### config.mk
export PLATFORM = sky130hd
export DESIGN_NAME = two_three_power_sum_split_core
export DESIGN_NICKNAME = d
export VERILOG_FILES = /design/src/sv/ttps_pkg.sv /design/src/sv/two_three_power_sum_split_core.sv /design/src/sv/ttps_pow3_sub.sv
export SDC_FILE = /design/constraint.sdc
export NUM_CORES = 1
export LEC_CHECK = 0
export CORE_MARGIN = 4
export CORE_UTILIZATION = 45
export DETAILED_ROUTE_END_ITERATION = 6
export DONT_BUFFER_PORTS = 1
export PLACE_DENSITY = 0.66
export SLEW_MARGIN = 15
export SYNTH_ARGS = -nofsm -noshare
export SYNTH_HDL_FRONTEND = slang
export SYNTH_HIERARCHICAL = 1
export SYNTH_SLANG_ARGS = --single-unit
export TNS_END_PERCENT = 5
### constraint.sdc
create_clock -name clk_i -period 8.91 [get_ports clk_i]
set_input_delay 0.891 -clock clk_i [delete_from_list [all_inputs] [get_ports clk_i]]
set_output_delay 0.891 -clock clk_i [all_outputs]
set_load 0.02 [all_outputs]
### src/sv/ttps_pkg.sv
// Package for the two/three power sum split block.
// Holds the power-of-three constant table and the status type of the subtract unit.
// No dependencies.
package ttps_pkg;

  // Output exponent field width.
  localparam int EXP_W = 5;

  // Depth of the constant table; covers the largest supported table size.
  localparam int POW3_DEPTH = 40;

  // Powers of three, 3^0 up to 3^39.
  localparam logic [63:0] POW3_TABLE [0:POW3_DEPTH-1] = '{
    64'd1, 64'd3, 64'd9, 64'd27, 64'd81,
    64'd243, 64'd729, 64'd2187, 64'd6561, 64'd19683,
    64'd59049, 64'd177147, 64'd531441, 64'd1594323, 64'd4782969,
    64'd14348907, 64'd43046721, 64'd129140163, 64'd387420489, 64'd1162261467,
    64'd3486784401, 64'd10460353203, 64'd31381059609, 64'd94143178827,
    64'd282429536481, 64'd847288609443, 64'd2541865828329, 64'd7625597484987,
    64'd22876792454961, 64'd68630377364883, 64'd205891132094649,
    64'd617673396283947, 64'd1853020188851841, 64'd5559060566555523,
    64'd16677181699666569, 64'd50031545098999707, 64'd150094635296999121,
    64'd450283905890997363, 64'd1350851717672992089, 64'd4052555153018976267
  };

  // Status of one compare-and-subtract against a table entry.
  typedef struct packed {
    logic fits;  // table entry is not above the residue
    logic zero;  // residue minus entry is zero
  } ttps_sub_status_t;

endpackage

### src/sv/two_three_power_sum_split_core.sv
// Top level of the two/three power sum split block.
// Depends on ttps_pkg and ttps_pow3_sub.
// Sequencer, term registers and output register.
//
// Splits a positive integer into terms 2^a * 3^b, none dividing another, and
// sends one output transaction per term in order; the final term has
// last_term_o set, and a zero input produces no output at all. The block
// takes one input transaction at a time and holds in_stall_o high until the
// final term has been loaded into the output register. For each value it
// accepts the value, strips trailing zero bits one bit per cycle (at most
// VALUE_BITS-1 in total), checks that the residue is odd, steps down the
// power-of-three table with the single compare/subtract unit (the search
// resumes from the previous term's exponent), and loads the term into the
// output register, where the load waits while the output is stalled; the
// strip, check, search and load steps repeat for each term.
module two_three_power_sum_split_core import ttps_pkg::*; #(
  parameter int VALUE_BITS   = 31,
  parameter int POW3_ENTRIES = 20,
  parameter int MAX_TERMS    = 32
) (
  input  logic                  clk_i,
  input  logic                  rst_ni,
  input  logic                  in_valid_i,
  output logic                  in_stall_o,
  input  logic [VALUE_BITS-1:0] value_i,
  output logic                  out_valid_o,
  input  logic                  out_stall_i,
  output logic [EXP_W-1:0]      pow2_exp_o,
  output logic [EXP_W-1:0]      pow3_exp_o,
  output logic                  last_term_o
);

  localparam int SHIFT_W = $clog2(VALUE_BITS);
  localparam int KIDX_W  = $clog2(POW3_ENTRIES);
  localparam int CNT_W   = $clog2(MAX_TERMS);

  // Sequencer states.
  localparam logic [1:0] ST_IDLE   = 2'd0;
  localparam logic [1:0] ST_STRIP  = 2'd1;
  localparam logic [1:0] ST_SEARCH = 2'd2;
  localparam logic [1:0] ST_EMIT   = 2'd3;

  logic [1:0]            state_q, state_d;
  logic [VALUE_BITS-1:0] residue_q, residue_d;
  logic [SHIFT_W-1:0]    shift_q, shift_d;
  logic [KIDX_W-1:0]     kidx_q, kidx_d;
  logic [KIDX_W-1:0]     term_k_q, term_k_d;
  logic                  term_last_q, term_last_d;
  logic [CNT_W-1:0]      count_q, count_d;
  logic                  out_valid_q;
  logic [EXP_W-1:0]      pow2_q, pow3_q;
  logic                  last_q;
  logic                  out_load;

  logic [VALUE_BITS-1:0] sub_diff;
  ttps_sub_status_t      sub_status;

  // Shared compare-and-subtract unit.
  ttps_pow3_sub #(
    .VALUE_BITS  (VALUE_BITS),
    .POW3_ENTRIES(POW3_ENTRIES)
  ) u_pow3_sub (
    .residue_i(residue_q),
    .kidx_i   (kidx_q),
    .diff_o   (sub_diff),
    .status_o (sub_status)
  );

  assign in_stall_o = (state_q != ST_IDLE);

  // Sequencer: strip zeros, search the table downward, load one term.
  always_comb begin
    state_d     = state_q;
    residue_d   = residue_q;
    shift_d     = shift_q;
    kidx_d      = kidx_q;
    term_k_d    = term_k_q;
    term_last_d = term_last_q;
    count_d     = count_q;
    out_load    = 1'b0;
    case (state_q)
      ST_IDLE: begin
        if (in_valid_i) begin
          residue_d = value_i;
          shift_d   = '0;
          count_d   = '0;
          kidx_d    = KIDX_W'(POW3_ENTRIES - 1);
          if (value_i != '0) begin
            state_d = ST_STRIP;
          end
        end
      end
      ST_STRIP: begin
        if (!residue_q[0]) begin
          residue_d = residue_q >> 1;
          shift_d   = shift_q + 1'b1;
        end else if (residue_q == VALUE_BITS'(1)) begin
          // A residue of one closes the sum with a pure power of two.
          term_k_d    = '0;
          term_last_d = 1'b1;
          state_d     = ST_EMIT;
        end else begin
          state_d = ST_SEARCH;
        end
      end
      ST_SEARCH: begin
        // Exponent one always fits here, since the residue is odd and above one.
        if (sub_status.fits) begin
          residue_d   = sub_diff;
          term_k_d    = kidx_q;
          term_last_d = sub_status.zero || (count_q == CNT_W'(MAX_TERMS - 1));
          state_d     = ST_EMIT;
        end else begin
          kidx_d = kidx_q - 1'b1;
        end
      end
      ST_EMIT: begin
        if (!out_valid_q || !out_stall_i) begin
          out_load = 1'b1;
          count_d  = count_q + 1'b1;
          state_d  = term_last_q ? ST_IDLE : ST_STRIP;
        end
      end
      default: begin
        state_d = ST_IDLE;
      end
    endcase
  end

  // Control registers.
  always_ff @(posedge clk_i or negedge rst_ni) begin
    if (!rst_ni) begin
      state_q     <= ST_IDLE;
      out_valid_q <= 1'b0;
      count_q     <= '0;
    end else begin
      state_q <= state_d;
      count_q <= count_d;
      if (out_load) begin
        out_valid_q <= 1'b1;
      end else if (!out_stall_i) begin
        out_valid_q <= 1'b0;
      end
    end
  end

  // Working registers of the current value.
  always_ff @(posedge clk_i or negedge rst_ni) begin
    if (!rst_ni) begin
      residue_q   <= '0;
      shift_q     <= '0;
      kidx_q      <= '0;
      term_k_q    <= '0;
      term_last_q <= 1'b0;
    end else begin
      residue_q   <= residue_d;
      shift_q     <= shift_d;
      kidx_q      <= kidx_d;
      term_k_q    <= term_k_d;
      term_last_q <= term_last_d;
    end
  end

  // Output register; holds while the transaction is stalled. Exponents are
  // cut to the width of the output fields.
  always_ff @(posedge clk_i or negedge rst_ni) begin
    if (!rst_ni) begin
      pow2_q <= '0;
      pow3_q <= '0;
      last_q <= 1'b0;
    end else if (out_load) begin
      pow2_q <= EXP_W'(shift_q);
      pow3_q <= EXP_W'(term_k_q);
      last_q <= term_last_q;
    end
  end

  assign out_valid_o = out_valid_q;
  assign pow2_exp_o  = pow2_q;
  assign pow3_exp_o  = pow3_q;
  assign last_term_o = last_q;

endmodule

### src/sv/ttps_pow3_sub.sv
// Shared compare-and-subtract unit: residue minus one power of three.
// Depends on ttps_pkg for the power-of-three table and the status type.
// The borrow of the subtraction doubles as the compare result.
module ttps_pow3_sub import ttps_pkg::*; #(
  parameter int VALUE_BITS   = 31,
  parameter int POW3_ENTRIES = 20
) (
  input  logic [VALUE_BITS-1:0]           residue_i,
  input  logic [$clog2(POW3_ENTRIES)-1:0] kidx_i,
  output logic [VALUE_BITS-1:0]           diff_o,
  output ttps_sub_status_t                status_o
);

  logic [5:0]  tab_idx;
  logic [63:0] entry;
  logic [64:0] wide_diff;

  // Look up the table entry and subtract it at full table width.
  assign tab_idx   = 6'(kidx_i);
  assign entry     = POW3_TABLE[tab_idx];
  assign wide_diff = {1'b0, 64'(residue_i)} - {1'b0, entry};

  // No borrow means the entry fits; the low bits are then the new residue.
  assign diff_o        = wide_diff[VALUE_BITS-1:0];
  assign status_o.fits = ~wide_diff[64];
  assign status_o.zero = (wide_diff[63:0] == 64'd0);

endmodule

==> run metrics <==
Slew @ Worst Pin 1.14 ns; fin crit period 6.12 ns; non-filler cells, final 892; Die X 125 um; top_reg_cell synth dfrtp_1; # IOs 48; TritonCTS Buffers 9; GRT overflow 0; first-pass GRT wire length 30900 um; Static Leak 0.00290 uW; Startpoint Class flip-flop; area leader, netlist dfrtp_1; Initial Util 46.1%; root buffer cell clkbuf_16; setup tns final 0 ns; Die Y 125 um; Rel. slew slack 24.2%; placed cell count 876; Post-Route WL 19600 um; post-cts sizing count 0; Max Clock Freq 163 MHz; die area 0.0156 mm^2; Fin Clk Skew 0.00776 ns; post-synth cell types 77; Syn Area/Cell 8.30 um^2; HP Class in -> async; H-Tree Level Count 3; Layout area overhead 6.06%; FFs w/ async S/R, synth 100%; # diodes 0; status finished, violations left; Crit Path Category reg -> reg; share of layout cells above drive strength 1 7.40%; most common library cells after synthesis a21oi_1, nor2_1, dfrtp_1; Reg clk slew, reported paths 0.06 ns; worst vdd ir 0.0690 mV; PortBufs 0; Clk Latency, worst-skew pair 0.33 ns; Final nets 799; hpwl dp 15000 um; final cycle utilization of the critical path 68.7%; Crit path required time 9.11 ns; dominant cell by count in the synthesized netlist a21oi_1; Synth top area share 26.9%; max-cap check violation count 0; gr usage total 24.7%; Post-synth EDFFs 0; sequential area share after synthesis 26.9%; Cell Pwr Density 101 mW/mm^2; syn nets 827; Final Hold Viols 0; Post-CTS Setup Inserts 0; Critical Path Sink Type flip-flop; DR vias 5995; largest net degree at the start of global routing 67; Warnings, synthesis 6; core area 0.0133 mm^2; Vias/cell 6.72; worst r2r dst kidx_q[4]; Longest Clk Path Bufs 2; data arrival time of the critical path 6.33 ns; vias in the first global route 5442; violations in the final reports design-rule violations; RSZ-0062 raised after global routing false; Pins Over Slew Limit 0; post-synthesis cell count 739; synthesized flop and latch total 66; reg-to-reg startpoint kidx_q[2]; Overall Power 658 uW; DRT Pass-1 Iters 7; DRC viols 2; hold buffers post-CTS 0; post-synthesis cell area 0.00613 mm^2; DRT iter0 DRCs 774; flop2flop setup slack 2.79 ns; Crit Path Max Fanout 36; initial antenna violation count 0; WL per Instance 22.0 um; CTS tree done; Register-to-Register Path Depth 18; endpoints failing setup 0; largest cells by area after synthesis dfrtp_1, ha_1, a21oi_1, a222oi_1, nor2_1; RD Place Congestion 0.996; row count 42; CTS Sinks 66; antenna viol nets, final 0
flip-flops by register name, indices dropped and copies added, names as in the netlist, 2 cells and up:
name / count
count_q: 5
kidx_q: 5
pow2_exp_o: 5
pow3_exp_o: 5
residue_q: 31
shift_q: 5
state_q: 2
term_k_q: 5
how the worst max path moves through the flow:
| stage | endpoint | from | slack, ns | cells past startpoint |
|---|---|---|---|---|
| floorplan | term_last_q | kidx_q[2] | 4.14 | 18 |
| global placement | kidx_q[4] | kidx_q[2] | 3.09 | 18 |
| detailed placement | kidx_q[4] | kidx_q[2] | 2.95 | 18 |
| CTS | kidx_q[4] | kidx_q[2] | 2.89 | 18 |
| global route | kidx_q[4] | kidx_q[2] | 2.26 | 18 |
| finish | kidx_q[4] | kidx_q[2] | 2.79 | 18 |
critical path, cell delays in order (launching register included):
cell	delay [ns]
dfrtp_1	0.32
buf_4	0.32
clkinv_1	0.57
ha_1	0.51
mux2_2	0.28
a32oi_1	0.24
ha_1	0.35
nand4_1	0.15
o31ai_1	0.13
nor4_1	0.40
a211oi_2	0.17
o211a_1	0.30
o2111ai_1	0.21
and3_1	0.20
a21boi_0	0.09
nor2b_1	0.80
o211ai_1	0.30
o31ai_1	0.25
or3b_1	0.37
cell usage in the layout (no fill, tap or decap), drive strengths merged, types with 4 or more instances in the layout:
cell / Yosys / routed
nand2b: 7 / 7
o21a: 10 / 10
nor2: 68 / 68
nor2b: 10 / 10
a22o: 7 / 7
a22oi: 4 / 4
dfrtp: 66 / 66
and2: 9 / 9
clkbuf: 24 / 9
nand2: 57 / 57
buf: 19 / 4
nand3: 14 / 14
a21boi: 4 / 4
inv: 22 / 23
a222oi: 26 / 26
and3: 8 / 8
clkinv: 1 / 5
nor4: 26 / 26
o31ai: 7 / 7
xor2: 11 / 11
a21o: 12 / 12
o21ai: 42 / 42
nand4: 10 / 10
nor3: 12 / 12
nor4b: 8 / 8
mux2i: 6 / 6
a21oi: 77 / 77
o22ai: 4 / 4
ha: 52 / 52
or2: 6 / 6
xnor2: 15 / 15
o211ai: 21 / 21
a211oi: 13 / 13
mux2: 14 / 14
final cells by class:
class,instances,area [um^2]
Fill cell,1303,6790
Multi-Input combinational cell,607,4210
Sequential cell,66,1650
Clock buffer,9,225
Tap cell,176,220
Inverter,23,86.3
Clock inverter,7,77.6
Timing Repair Buffer,4,30.0
power by group:
part           leakage, uW  total, uW  internal [uW]  switching [uW]
Sequential        0.000897        300            300               0
Clock             0.000146        357            218             139
Combinational      0.00186       1.02          0.509           0.513
Total              0.00290        658            519             139
metrics by stage:
stage | hold slack, ns | cell area [um^2] | util [%] | worst slack (ns)
CTS | 0.239 | 6500 | 48.9 | 2.89
global route | 0.230 | 6500 | 48.9 | 2.26
global placement | 0.479 | 6200 | 46.6 | 3.09
floorplan | 0.472 | 6130 | - | 4.14
finish | 0.246 | 6500 | 48.9 | 2.79
detailed placement | 0.501 | 6200 | 46.6 | 2.95
logic make-up after synthesis:
family / after synthesis / synth area share [%]
compound gates: 259 / 29.3
simple gates: 249 / 21.1
buf+inv: 66 / 4.43
flops: 66 / 26.9
fa+ha+maj: 53 / 10.9
xor+xnor: 26 / 3.71
mux: 20 / 3.55
layer usage:
layer  part of all wire (%)  global-route usage [%]
met3                    8.8                    5.02
met2                     45                    36.5
met4                    3.3                    9.41
met1                     43                    35.4
met5                      0                       0
(Power assumes the default switching activity.)
